File: config.mk
export PLATFORM = sky130hd
export DESIGN_NAME = pll_divider_settings_search_unit
export DESIGN_NICKNAME = d
export VERILOG_FILES = /design/src/rtl/core/pdss_pkg.sv /design/src/rtl/core/pdss_div.sv /design/src/rtl/core/pdss_mul.sv /design/src/rtl/core/pll_divider_settings_search_unit.sv
export SDC_FILE = /design/constraint.sdc
export NUM_CORES = 2
export LEC_CHECK = 0
export BUFFER_PORTS_ARGS = -buffer_cell sky130_fd_sc_hd__buf_2
export CORE_ASPECT_RATIO = 0.8
export CORE_MARGIN = 4
export CORE_UTILIZATION = 40
export DETAILED_ROUTE_END_ITERATION = 10
export PLACE_DENSITY = 0.59
export SETUP_SLACK_MARGIN = 0.4
export SLEW_MARGIN = 10
export SYNTH_ARGS = -nofsm -noshare
export SYNTH_HDL_FRONTEND = slang
export SYNTH_SLANG_ARGS = --single-unit
File: constraint.sdc
create_clock -name clock -period 15.2 [get_ports clock]
set_input_delay 0.76 -clock clock [delete_from_list [all_inputs] [get_ports clock]]
set_output_delay 0.76 -clock clock [all_outputs]
set_load 0.01 [all_outputs]
File: src/rtl/core/pdss_pkg.sv
// ----------------------------------------------------------------------------
// pdss_pkg
// Types, constants and helper functions for the PLL divider search unit.
// ----------------------------------------------------------------------------
package pdss_pkg;

   localparam int PARENT_W = 27;
   localparam int RATE_W   = 32;
   localparam int FRATE_W  = 38;  // full-width rate before saturation
   localparam int DIVD_W   = 62;  // divider dividend / quotient width
   localparam int DIVS_W   = 27;  // divider divisor width
   localparam int MUL_A_W  = 32;
   localparam int MUL_B_W  = 27;
   localparam int PROD_W   = MUL_A_W + MUL_B_W;
   localparam int FRAC_BITS = 16;

   localparam logic [5:0] PDIV_LIMIT = 6'd63;
   localparam logic [2:0] SDIV_LIMIT = 3'd6;

   localparam logic [PARENT_W-1:0] PARENT_RESET = 27'd24000000;
   localparam logic [9:0] M_MIN = 10'd64;
   localparam logic [9:0] M_MAX = 10'd1023;
   localparam logic signed [15:0] K_MAX = 16'sh7FFF;
   localparam logic signed [15:0] K_MIN = 16'sh8000;

   localparam logic [1:0] KIND_INT = 2'd0;

   localparam logic [1:0] PATH_TABLE  = 2'd0;
   localparam logic [1:0] PATH_KADJ   = 2'd1;
   localparam logic [1:0] PATH_SEARCH = 2'd2;

   typedef struct packed {
      logic [1:0]        pll_kind;
      logic [RATE_W-1:0] target_rate;
      logic [9:0]        cur_mdiv;
      logic [5:0]        cur_pdiv;
      logic [2:0]        cur_sdiv;
   } req_type;

   typedef struct packed {
      logic [RATE_W-1:0]  out_rate;
      logic [9:0]         out_mdiv;
      logic [5:0]         out_pdiv;
      logic [2:0]         out_sdiv;
      logic signed [15:0] out_kdiv;
      logic [1:0]         path_taken;
   } rsp_type;

   typedef struct packed {
      logic              start;
      logic [DIVD_W-1:0] dividend;
      logic [DIVS_W-1:0] divisor;
   } div_req_type;

   typedef struct packed {
      logic              done;
      logic [DIVD_W-1:0] quotient;
   } div_rsp_type;

   typedef struct packed {
      logic               en;
      logic [MUL_A_W-1:0] a;
      logic [MUL_B_W-1:0] b;
   } mul_req_type;

   typedef struct packed {
      logic [RATE_W-1:0]  rate;
      logic [9:0]         m;
      logic [5:0]         p;
      logic [2:0]         s;
      logic signed [15:0] k;
   } tab_entry_type;

   typedef struct packed {
      logic          hit;
      tab_entry_type entry;
   } tab_hit_type;

   localparam tab_entry_type INT_TAB [14] = '{
      '{32'd1800000000, 10'd225, 6'd3, 3'd0, 16'sd0},
      '{32'd1600000000, 10'd200, 6'd3, 3'd0, 16'sd0},
      '{32'd1500000000, 10'd375, 6'd3, 3'd1, 16'sd0},
      '{32'd1400000000, 10'd350, 6'd3, 3'd1, 16'sd0},
      '{32'd1200000000, 10'd300, 6'd3, 3'd1, 16'sd0},
      '{32'd1000000000, 10'd250, 6'd3, 3'd1, 16'sd0},
      '{32'd800000000,  10'd200, 6'd3, 3'd1, 16'sd0},
      '{32'd750000000,  10'd250, 6'd2, 3'd2, 16'sd0},
      '{32'd700000000,  10'd350, 6'd3, 3'd2, 16'sd0},
      '{32'd640000000,  10'd320, 6'd3, 3'd2, 16'sd0},
      '{32'd600000000,  10'd300, 6'd3, 3'd2, 16'sd0},
      '{32'd416000000,  10'd208, 6'd3, 3'd2, 16'sd0},
      '{32'd320000000,  10'd160, 6'd3, 3'd2, 16'sd0},
      '{32'd208000000,  10'd208, 6'd3, 3'd3, 16'sd0}
   };

   localparam tab_entry_type FRAC_TAB [4] = '{
      '{32'd1039500000, 10'd173, 6'd2, 3'd1, 16'sd16384},
      '{32'd650000000,  10'd325, 6'd3, 3'd2, 16'sd0},
      '{32'd594000000,  10'd198, 6'd2, 3'd2, 16'sd0},
      '{32'd519750000,  10'd173, 6'd2, 3'd2, 16'sd16384}
   };

   function automatic tab_hit_type tab_lookup(input logic [1:0] kind,
                                              input logic [RATE_W-1:0] target);
      tab_hit_type r;
      r = '0;
      if (kind == KIND_INT) begin
         for (int i = 0; i < 14; i++) begin
            if (!r.hit && target == INT_TAB[i].rate) begin
               r.hit   = 1'b1;
               r.entry = INT_TAB[i];
            end
         end
      end else begin
         for (int i = 0; i < 4; i++) begin
            if (!r.hit && target == FRAC_TAB[i].rate) begin
               r.hit   = 1'b1;
               r.entry = FRAC_TAB[i];
            end
         end
      end
      return r;
   endfunction

   // k = q - m*65536, saturated to 16 bits
   function automatic logic signed [15:0] k_sat(input logic [DIVD_W-1:0] q,
                                                input logic [9:0] m);
      logic [DIVD_W-1:0] base;
      logic [DIVD_W-1:0] d;
      logic signed [15:0] k;
      base = DIVD_W'({m, 16'b0});
      if (q >= base) begin
         d = q - base;
         k = (d > DIVD_W'(32767)) ? K_MAX : 16'(d);
      end else begin
         d = base - q;
         k = (d > DIVD_W'(32768)) ? K_MIN : 16'(~d + DIVD_W'(1));
      end
      return k;
   endfunction

   function automatic logic [9:0] clamp_m(input logic [DIVD_W-1:0] q);
      logic [9:0] m;
      if (q < DIVD_W'(M_MIN))
         m = M_MIN;
      else if (q > DIVD_W'(M_MAX))
         m = M_MAX;
      else
         m = q[9:0];
      return m;
   endfunction

endpackage

File: src/rtl/core/pdss_div.sv
// ----------------------------------------------------------------------------
// pdss_div
// Shared restoring divider, one quotient bit per cycle.
// ----------------------------------------------------------------------------
module pdss_div (
   input  logic                  clock,
   input  logic                  reset,
   input  pdss_pkg::div_req_type div_req,
   output pdss_pkg::div_rsp_type div_rsp
);

   logic                          busy_ff, busy_in;
   logic                          done_ff, done_in;
   logic [5:0]                    cnt_ff, cnt_in;
   logic [pdss_pkg::DIVS_W:0]     rem_ff, rem_in;
   logic [pdss_pkg::DIVD_W-1:0]   quo_ff, quo_in;
   logic [pdss_pkg::DIVS_W-1:0]   dvs_ff, dvs_in;
   logic [pdss_pkg::DIVS_W:0]     rem_sh;

   assign rem_sh = {rem_ff[pdss_pkg::DIVS_W-1:0], quo_ff[pdss_pkg::DIVD_W-1]};

   always_comb begin
      busy_in = busy_ff;
      done_in = 1'b0;
      cnt_in  = cnt_ff;
      rem_in  = rem_ff;
      quo_in  = quo_ff;
      dvs_in  = dvs_ff;
      if (div_req.start) begin
         busy_in = 1'b1;
         cnt_in  = '0;
         rem_in  = '0;
         quo_in  = div_req.dividend;
         dvs_in  = div_req.divisor;
      end else if (busy_ff) begin
         if (rem_sh >= {1'b0, dvs_ff}) begin
            rem_in = rem_sh - {1'b0, dvs_ff};
            quo_in = {quo_ff[pdss_pkg::DIVD_W-2:0], 1'b1};
         end else begin
            rem_in = rem_sh;
            quo_in = {quo_ff[pdss_pkg::DIVD_W-2:0], 1'b0};
         end
         cnt_in = cnt_ff + 6'd1;
         if (cnt_ff == 6'(pdss_pkg::DIVD_W - 1)) begin
            busy_in = 1'b0;
            done_in = 1'b1;
         end
      end
   end

   always_ff @(posedge clock) begin
      if (reset) begin
         busy_ff <= 1'b0;
         done_ff <= 1'b0;
      end else begin
         busy_ff <= busy_in;
         done_ff <= done_in;
      end
      cnt_ff <= cnt_in;
      rem_ff <= rem_in;
      quo_ff <= quo_in;
      dvs_ff <= dvs_in;
   end

   assign div_rsp.done     = done_ff;
   assign div_rsp.quotient = quo_ff;

endmodule

File: src/rtl/core/pdss_mul.sv
// ----------------------------------------------------------------------------
// pdss_mul
// Shared 32x27 multiplier with registered, enable-held product.
// ----------------------------------------------------------------------------
module pdss_mul (
   input  logic                        clock,
   input  pdss_pkg::mul_req_type       mul_req,
   output logic [pdss_pkg::PROD_W-1:0] prod
);

   logic [pdss_pkg::PROD_W-1:0] prod_ff, prod_in;

   always_comb begin
      prod_in = prod_ff;
      if (mul_req.en)
         prod_in = pdss_pkg::PROD_W'(mul_req.a) * pdss_pkg::PROD_W'(mul_req.b);
   end

   always_ff @(posedge clock) begin
      prod_ff <= prod_in;
   end

   assign prod = prod_ff;

endmodule

File: src/rtl/core/pll_divider_settings_search_unit.sv
// ----------------------------------------------------------------------------
// Paths: table hit, k-only adjustment, or a search over p and s candidates.
// Throughput: one request at a time; req_stall is high until the response leaves.
// Each search candidate uses the shared 62-step divider three times.
// Reset: synchronous, active high; returns to idle, parent rate register to 24000000.
// ----------------------------------------------------------------------------
// pll_divider_settings_search_unit
// Picks m, p, s, k dividers of a fractional PLL for a wanted rate.
// ----------------------------------------------------------------------------
module pll_divider_settings_search_unit (
   input  logic                            clock,
   input  logic                            reset,
   input  logic                            req_valid,
   output logic                            req_stall,
   input  pdss_pkg::req_type               req_data,
   output logic                            rsp_valid,
   input  logic                            rsp_stall,
   output pdss_pkg::rsp_type               rsp_data,
   input  logic                            csr_write,
   input  logic [pdss_pkg::PARENT_W-1:0]   csr_wdata
);

   typedef enum logic [7:0] {
      ST_IDLE = 8'b0000_0001,
      ST_TAB  = 8'b0000_0010,
      ST_RMUL = 8'b0000_0100,
      ST_RDIV = 8'b0000_1000,
      ST_QMUL = 8'b0001_0000,
      ST_MDIV = 8'b0010_0000,
      ST_QDIV = 8'b0100_0000,
      ST_OUT  = 8'b1000_0000
   } state_type;

   typedef enum logic [3:0] {
      PH_LO   = 4'b0001,
      PH_HI   = 4'b0010,
      PH_KFIN = 4'b0100,
      PH_SRCH = 4'b1000
   } phase_type;

   state_type                          state_ff, state_in;
   phase_type                          ph_ff, ph_in;
   pdss_pkg::req_type                  req_ff, req_in;
   pdss_pkg::rsp_type                  rsp_ff, rsp_in;
   logic [pdss_pkg::PARENT_W-1:0]      parent_ff, parent_in;
   logic [9:0]                         m_ff, m_in;
   logic [5:0]                         p_ff, p_in;
   logic [2:0]                         s_ff, s_in;
   logic signed [15:0]                 k_ff, k_in;
   logic [pdss_pkg::FRATE_W-1:0]       lo_ff, lo_in;
   logic [pdss_pkg::FRATE_W-1:0]       best_ff, best_in;
   logic                               have_ff, have_in;
   logic                               div_run_ff, div_run_in;

   pdss_pkg::div_req_type              div_req;
   pdss_pkg::div_rsp_type              div_rsp;
   pdss_pkg::mul_req_type              mul_req;
   logic [pdss_pkg::PROD_W-1:0]        prod;

   logic [pdss_pkg::PARENT_W-1:0]      eff;
   logic [pdss_pkg::DIVD_W-1:0]        half;
   logic signed [26:0]                 num_s;
   logic [25:0]                        num_u;
   logic [12:0]                        pshift;
   logic [pdss_pkg::FRATE_W-1:0]       rate_full;
   logic [pdss_pkg::FRATE_W-1:0]       tgt_w;
   logic [pdss_pkg::FRATE_W-1:0]       delta;
   logic [pdss_pkg::RATE_W-1:0]        rate_sat;
   pdss_pkg::tab_hit_type              tab;
   logic                               last_cand;

   assign eff    = (parent_ff == '0) ? pdss_pkg::PARENT_W'(1) : parent_ff;
   assign half   = pdss_pkg::DIVD_W'(eff[pdss_pkg::PARENT_W-1:1]);
   assign num_s  = $signed({1'b0, m_ff, 16'b0}) + 27'(k_ff);
   assign num_u  = num_s[26] ? 26'd0 : num_s[25:0];
   assign pshift = 13'(p_ff) << s_ff;
   assign rate_full = div_rsp.quotient[pdss_pkg::FRATE_W-1:0];
   assign tgt_w  = pdss_pkg::FRATE_W'(req_ff.target_rate);
   assign delta  = (rate_full > tgt_w) ? rate_full - tgt_w : tgt_w - rate_full;
   assign rate_sat = (|rate_full[pdss_pkg::FRATE_W-1:pdss_pkg::RATE_W]) ?
                     '1 : rate_full[pdss_pkg::RATE_W-1:0];
   assign tab    = pdss_pkg::tab_lookup(req_ff.pll_kind, req_ff.target_rate);
   assign last_cand = (p_ff == pdss_pkg::PDIV_LIMIT) && (s_ff == pdss_pkg::SDIV_LIMIT);

   // operand selection for the shared units
   always_comb begin
      mul_req = '0;
      case (state_ff)
         ST_RMUL: begin
            mul_req.en = 1'b1;
            mul_req.a  = pdss_pkg::MUL_A_W'(num_u);
            mul_req.b  = eff;
         end
         ST_QMUL: begin
            mul_req.en = 1'b1;
            mul_req.a  = req_ff.target_rate;
            mul_req.b  = pdss_pkg::MUL_B_W'(pshift);
         end
         default: mul_req = '0;
      endcase
   end

   always_comb begin
      div_req       = '0;
      div_req.start = 1'b0;
      case (state_ff)
         ST_RDIV: begin
            div_req.start    = !div_run_ff;
            div_req.dividend = pdss_pkg::DIVD_W'(prod >> (6'd16 + 6'(s_ff)));
            div_req.divisor  = pdss_pkg::DIVS_W'(p_ff);
         end
         ST_MDIV: begin
            div_req.start    = !div_run_ff;
            div_req.dividend = pdss_pkg::DIVD_W'(prod) + half;
            div_req.divisor  = eff;
         end
         ST_QDIV: begin
            div_req.start    = !div_run_ff;
            div_req.dividend = pdss_pkg::DIVD_W'({prod, 16'b0}) + half;
            div_req.divisor  = eff;
         end
         default: div_req = '0;
      endcase
   end

   always_comb begin
      state_in   = state_ff;
      ph_in      = ph_ff;
      req_in     = req_ff;
      rsp_in     = rsp_ff;
      parent_in  = parent_ff;
      m_in       = m_ff;
      p_in       = p_ff;
      s_in       = s_ff;
      k_in       = k_ff;
      lo_in      = lo_ff;
      best_in    = best_ff;
      have_in    = have_ff;
      div_run_in = div_run_ff;

      if (csr_write)
         parent_in = csr_wdata;
      if (div_req.start)
         div_run_in = 1'b1;
      if (div_rsp.done)
         div_run_in = 1'b0;

      case (state_ff)
         ST_IDLE: begin
            if (req_valid) begin
               req_in   = req_data;
               state_in = ST_TAB;
            end
         end
         ST_TAB: begin
            if (tab.hit) begin
               rsp_in.out_rate   = tab.entry.rate;
               rsp_in.out_mdiv   = tab.entry.m;
               rsp_in.out_pdiv   = tab.entry.p;
               rsp_in.out_sdiv   = tab.entry.s;
               rsp_in.out_kdiv   = tab.entry.k;
               rsp_in.path_taken = pdss_pkg::PATH_TABLE;
               state_in          = ST_OUT;
            end else if (req_ff.cur_pdiv != '0) begin
               m_in     = req_ff.cur_mdiv;
               p_in     = req_ff.cur_pdiv;
               s_in     = req_ff.cur_sdiv;
               k_in     = pdss_pkg::K_MIN;
               ph_in    = PH_LO;
               state_in = ST_RMUL;
            end else begin
               p_in     = 6'd1;
               s_in     = 3'd0;
               have_in  = 1'b0;
               ph_in    = PH_SRCH;
               state_in = ST_QMUL;
            end
         end
         ST_RMUL: state_in = ST_RDIV;
         ST_RDIV: begin
            if (div_rsp.done) begin
               case (ph_ff)
                  PH_LO: begin
                     lo_in    = rate_full;
                     k_in     = pdss_pkg::K_MAX;
                     ph_in    = PH_HI;
                     state_in = ST_RMUL;
                  end
                  PH_HI: begin
                     state_in = ST_QMUL;
                     if (tgt_w >= lo_ff && tgt_w <= rate_full) begin
                        ph_in = PH_KFIN;
                     end else begin
                        p_in    = 6'd1;
                        s_in    = 3'd0;
                        have_in = 1'b0;
                        ph_in   = PH_SRCH;
                     end
                  end
                  PH_KFIN: begin
                     rsp_in.out_rate   = rate_sat;
                     rsp_in.out_mdiv   = m_ff;
                     rsp_in.out_pdiv   = p_ff;
                     rsp_in.out_sdiv   = s_ff;
                     rsp_in.out_kdiv   = k_ff;
                     rsp_in.path_taken = pdss_pkg::PATH_KADJ;
                     state_in          = ST_OUT;
                  end
                  default: begin
                     // search candidate: keep the first closest one
                     state_in = ST_QMUL;
                     if (!have_ff || delta < best_ff) begin
                        have_in           = 1'b1;
                        best_in           = delta;
                        rsp_in.out_rate   = rate_sat;
                        rsp_in.out_mdiv   = m_ff;
                        rsp_in.out_pdiv   = p_ff;
                        rsp_in.out_sdiv   = s_ff;
                        rsp_in.out_kdiv   = k_ff;
                        rsp_in.path_taken = pdss_pkg::PATH_SEARCH;
                        if (delta == '0)
                           state_in = ST_OUT;
                     end
                     if (last_cand)
                        state_in = ST_OUT;
                     if (s_ff == pdss_pkg::SDIV_LIMIT) begin
                        s_in = 3'd0;
                        p_in = p_ff + 6'd1;
                     end else begin
                        s_in = s_ff + 3'd1;
                     end
                  end
               endcase
            end
         end
         ST_QMUL: state_in = (ph_ff == PH_SRCH) ? ST_MDIV : ST_QDIV;
         ST_MDIV: begin
            if (div_rsp.done) begin
               m_in     = pdss_pkg::clamp_m(div_rsp.quotient);
               state_in = ST_QDIV;
            end
         end
         ST_QDIV: begin
            if (div_rsp.done) begin
               k_in     = pdss_pkg::k_sat(div_rsp.quotient, m_ff);
               state_in = ST_RMUL;
            end
         end
         ST_OUT: begin
            if (!rsp_stall)
               state_in = ST_IDLE;
         end
         default: state_in = ST_IDLE;
      endcase
   end

   always_ff @(posedge clock) begin
      if (reset) begin
         state_ff   <= ST_IDLE;
         ph_ff      <= PH_LO;
         parent_ff  <= pdss_pkg::PARENT_RESET;
         have_ff    <= 1'b0;
         div_run_ff <= 1'b0;
      end else begin
         state_ff   <= state_in;
         ph_ff      <= ph_in;
         parent_ff  <= parent_in;
         have_ff    <= have_in;
         div_run_ff <= div_run_in;
      end
      req_ff  <= req_in;
      rsp_ff  <= rsp_in;
      m_ff    <= m_in;
      p_ff    <= p_in;
      s_ff    <= s_in;
      k_ff    <= k_in;
      lo_ff   <= lo_in;
      best_ff <= best_in;
   end

   pdss_div u_div (
      .clock   (clock),
      .reset   (reset),
      .div_req (div_req),
      .div_rsp (div_rsp)
   );

   pdss_mul u_mul (
      .clock   (clock),
      .mul_req (mul_req),
      .prod    (prod)
   );

   assign req_stall = (state_ff != ST_IDLE);
   assign rsp_valid = (state_ff == ST_OUT);
   assign rsp_data  = rsp_ff;

endmodule

======== Yosys cells after proc, flatten, opt, wreduce, memory -nomap -nowiden ========
Index checks and enable logic that the tools add are counted.
word-level totals
  flip-flop bits (word level) ............. 457
  bits in latches ......................... 0
  RAM bits ................................ 0
  bits in read-only memories .............. 0
  bits of input ports ..................... 85
  logic and storage cells ................. 280
  memories kept ........................... 0
cells by class
  $add $sub $neg .......................... 13
  multiply operators ...................... 1
  div/mod/pow operators ................... 0
  $lt $le $gt $ge ......................... 10
  equal/unequal tests ..................... 51
  shift-type cells ........................ 2
  muxes and demuxes ....................... 109
  bitwise operators ....................... 3
  reductions and logical operators ........ 62
operators by type and width
  operator                count
  $mux W68                35
  $eq A32 B30 Y1 const B  9
  $pmux W69 S2            2
  $pmux W90 S3            1
  $mux W69                3
  $eq A32 B31 Y1 const B  5
  $mux W16                8
  $mux W62                2
  $pmux W60 S2            1
  $eq A32 B29 Y1 const B  3
  $mux W8                 9
  $pmux W8 S8             1
  $add A62 B26 Y62        1
  $ge A62 B26 Y1          1
  $gt A62 B10 Y1 const B  1
  $gt A62 B15 Y1 const B  1
  $gt A62 B16 Y1 const B  1
  $lt A62 B7 Y1 const B   1
  $shr A59 B6 Y62         1
  $sub A26 B62 Y62        1
  $sub A62 B26 Y62        1
  $add A59 B26 Y60        1
  $mul A32 B27 Y59        1
  $mux W27                2
  other kinds (70)        159

======== Depth between registers and ports, before layout ========
  word-level depth ........................ 57
  depth in mapped cells ................... 47
  mapped depth without buffers ............ 44

======== Modules after synthesis ========
From an unflattened synthesis, not the netlist that was laid out.
second synthesis, totals
  cells, all modules ...................... 7167
  area total of the unflattened synthesis .. 62962.9 um2
by module, submodules not included
  module                            instances  cells an instance  area each (um2)
  pdss_mul                          1          3307               29738.5
  pll_divider_settings_search_unit  1          3293               26769.4
  pdss_div                          1          567                6454.9

======== Worst setup path after synthesis ========
OpenSTA, ideal clock, no wires.
  kind .................................... flip-flop to flip-flop
  start ................................... register k_ff[15]
  end ..................................... register u_mul.prod_ff, in the netlist u_mul.prod[52] (data pin)
  setup time .............................. 260 ps
  arrival time ............................ 10320 ps
  path slack .............................. 4621 ps
  cell stages (with the launch flop) ...... 48
  path buffers ............................ 3
  period minus slack after synthesis ...... 10579 ps
  cell sequence ........................... edfxtp_1 -> ha_1 -> inv_1 -> fa_1 -> inv_1 -> a21oi_1 -> o21bai_1 -> a21oi_1 -> o21bai_1 -> a21oi_1 -> o21bai_1 -> a21o_1 -> a21o_1 -> ha_1 -> nor2b_1 -> clkbuf_1 -> clkbuf_1 -> nand2_1 -> (+12 left out) -> inv_1 -> fa_1 -> inv_1 -> ha_1 -> a21o_1 -> a21oi_1 -> nor2_1 -> o41ai_1 -> a41oi_1 -> o22a_1 -> a31o_2 -> a2111oi_0 -> nor2_1 -> o21ai_1 -> nand2b_1 -> a21o_1 -> a21oi_1 -> xnor2_1
on the way
  word-level cells in the longest chain between the ends .. 4
ends and longest elaborated chain
  element                 line                                     source
  from (decl)             pll_divider_settings_search_unit.sv:49   logic signed [15:0] k_ff, k_in;
  from (signal assigned)  pll_divider_settings_search_unit.sv:276  k_ff <= k_in;
  $add A27 B16 Y27        pll_divider_settings_search_unit.sv:74   assign num_s = $signed({1'b0, m_ff, 16'b0}) + 27'(k_ff);
  $mux W26                pll_divider_settings_search_unit.sv:75   assign num_u = num_s[26] ? 26'd0 : num_s[25:0];
  $pmux W60 S2            pll_divider_settings_search_unit.sv:88   case (state_ff)
  $mul A32 B27 Y59        pdss_mul.sv:16                           prod_in = pdss_pkg::PROD_W'(mul_req.a) * pdss_pkg::PROD_W'(mul_req.b);
  to (signal assigned)    pdss_mul.sv:20                           prod_ff <= prod_in;
  to (decl)               pdss_mul.sv:11                           logic [pdss_pkg::PROD_W-1:0] prod_ff, prod_in;
Every way passes these cells.
A chain may end at the register's enable or synchronous reset.

======== Final worst setup path ========
Same ends and word-level chain as after synthesis.

==> impl_metrics.ini <==
[setup_path]
cp.required_ns = 15.60
worstSetupEndpointType = register
critPathArrivalTime_ns = 11.95
r2r_slack_ns = 3.65
crit_type = register to register
startpoint_type = register
slowest_delay_ns = 0.64
critPathMaxFanout = 44
cpMostUsedCell = fa_1
cp_slowest_cell = a2111oi_0

[final_layout]
area_delta_synth_final_pct = 9.114
drive_above_1_share = 0.07475
fin_nets = 8274
seq_area_um2 = 12960
multi_input_area_um2 = 42440
fin_cells = 9055
fillerInstances = 14910

[clocking]
h-tree-depth = 2
cts_buffers = 56
cts_sinks = 457
post-cts-setup-buffer-count = 0
cts_buffer_depth = 3
postCtsResizedCells = 0
cts-root-buf = clkbuf_16
cts_tree = done
insertion_delay_ns = 0.68
cts.clk_slew.worst_paths_ns = 0.07
cts_hold_buffers = 0

[floorplan]
rows = 127
die_area_um2 = 157600
die_x_um = 442.9
placeableCoreArea_um2 = 150200
io_pins = 156
start_util = 0.4030
fp.dieH_um = 355.9

[yosys]
yosys.area.top_type = fa_1
avgSynthCellArea_um2 = 8.789
syn-cell-area_um2 = 60510
yosysUniqueCellTypes = 97
yosysMostFrequentCell = inv_1
yosys-top-cells-area = fa_1 (25%), edfxtp_1 (19%), ha_1 (8.8%)
synth-seq-area-share = 0.2142
synth_top_area_share = 0.2501
synth-seq-cells = 457
yosys-top-cells-count = inv_1 (1116), nand2_1 (844), fa_1 (756)
synth_edf_count = 381
yosysWarningCount = 0
async_flop_share = 0
synth-main-ff-cell = edfxtp_1
syn_inst = 6885

[timing]
finalClockSkew_ns = 0.07049
maxSlewHeadroom = 0.1392
timing.fmax_ghz = 0.08659
grt_setup_unrepaired = false
period_share = 0.7598
slew_violations = 0
hold_violations = 0
setup_violations = 0
final.min_clock_period_ns = 11.55
tns_ns = 0
worst_slew_pin_slew_ns = 1.286

[global_route]
grt_pass1_vias = 52450
antenna_found_initial = 28
grt_use_met3 = 0.1022
grt_pass1_wl_um = 364600
grt_max_degree = 66
grt_util_met1 = 0.4412
grt.busiest_layer = met2
grtUsageTotal = 0.3146
grt_overflow = 0
grtUsageMet2 = 0.4551

[job]
drv_cap = 0

[placement]
dpl.hpwl_um = 200400
place.gp.congestion = 1.039
dpl.cell_count = 8946
port_buffers = 155

[power_and_ir_drop]
power_leakage_nw = 29.71
intPower_mw = 2.654
p_sw_mw = 1.430
p_per_area_nw_per_um2 = 61.86
max-vdd-ir-drop_mv = 0.08456
sw_frac_of_total = 0.3502
pwr-share-seq = 0.355
combPwrFrac = 0.319
clockPowerShare = 0.325

[drt]
wl_per_cell_um = 27.71
num_vias = 52890
drt_iter0_markers = 6693
wl_um = 250900
firstDrtPassIters = 8
via_per_inst = 5.841
ant_nets = 0
drc_errors = 0

[status]
status = complete, no violations

[hold_path]
hold_class = input port to register
[power groups by stage]
| stage | sequential (mW) | clock [mW] | combinational (mW) |
|---|---|---|---|
| 2_1_floorplan | 1.46 | 0 | 0.818 |
| 3_3_place_gp | 1.48 | 0 | 1.22 |
| 3_5_place_dp | 1.48 | 0 | 1.23 |
| 4_1_cts | 1.45 | 1.35 | 1.24 |
| 5_1_grt | 1.45 | 1.41 | 1.44 |
| 6_report | 1.45 | 1.33 | 1.30 |
[worst paths after layout]
| check | endpoint | depth (start not counted) | startpoint |
|---|---|---|---|
| max | u_mul.prod[52] | 45 | k_ff[15] |
| min | req_ff[48] | 1 | req_data[48] |
| max reg2reg | u_mul.prod[52] | 45 | k_ff[15] |
| min reg2reg | u_div.rem_ff[26] | 2 | u_div.rem_ff[26] |
[critical path: cells and delay by family, from the launching register on]
kind | cells | cell delay, ns
buffers and inverters | 8 | 1.22
flip-flops | 1 | 0.62
XOR/XNOR | 1 | 0.08
AND/OR/NAND/NOR | 6 | 0.55
AO/OA/AOI/OAI | 19 | 3.88
adder cells (fa/ha/maj) | 11 | 4.88
[layout make-up]
| cell class | count | area share |
|---|---|---|
| inverters | 1123 | 0.06384 |
| flip-flops and latches | 457 | 0.1963 |
| diodes | 6 | 0.0002274 |
| clock inverters | 31 | 0.003752 |
| well taps | 1999 | 0.03788 |
| repair buffers | 331 | 0.03176 |
| multi-input cells | 5036 | 0.6428 |
| clock buffers | 72 | 0.02338 |
[kinds of logic after synthesis]
kind of cell,synth area share
mux,0.02800
fa+ha+maj,0.3386
buf+inv,0.09211
other cells,0.0001241
simple gates,0.1662
flops,0.2142
compound gates,0.1236
xor+xnor,0.03720
[per-stage QoR]
step                utilization  worst slack [ns]  cell area [um2]  hold WS (ns)  power (mW)
floorplan                     -             4.621            60820        0.4244       2.275
global placement         0.4277             3.693            64220        0.4815       2.699
detailed placement       0.4277             3.683            64220        0.4855       2.704
CTS                      0.4396             3.596            66010        0.2080       4.048
global route             0.4396             2.916            66020        0.2465       4.301
finish                   0.4397             3.651            66030        0.2591       4.084
[registers in the layout (all words and copies together) (netlist names)]
register,count
u_div.cnt_ff,6
best_ff,38
u_div.rem_ff,27
u_div.dvs_ff,27
u_div.quo_ff,62
ph_ff,4
lo_ff,38
u_div.busy_ff,1
m_ff,10
div_run_ff,1
state_ff,8
p_ff,6
have_ff,1
s_ff,3
rsp_data,69
req_ff,53
parent_ff,27
k_ff,16
u_mul.prod,59
u_div.done_ff,1
[placed cells by master, fill, tap and decap left out, drive strengths merged, types with 40 or more instances in the layout]
cell type  synthesis  layout
a211oi            40      40
a21o              85      85
a21oi            341     341
a22oi             45      45
and2             109     109
and3              46      46
buf               31     331
clkbuf           320      72
conb               2      84
dfxtp             76      76
edfxtp           381     381
fa               756     756
ha               428     428
inv             1122    1127
mux2i            104     104
nand2            844     844
nand2b            47      47
nand3            109     109
nand4             85      85
nor2             575     575
nor2b             48      48
nor3             124     124
nor4              67      67
o21a              59      59
o21ai            295     295
o21bai            43      43
xnor2            156     156
xor2             101     101
[layer usage]
metal  share of wire  vias to the layer above
li1                -                    22880
met1            0.42                    26270
met2            0.41                     3149
met3            0.13                      569
met4           0.041                       20
met5         0.00057                        -
(Power assumes the default switching activity.)
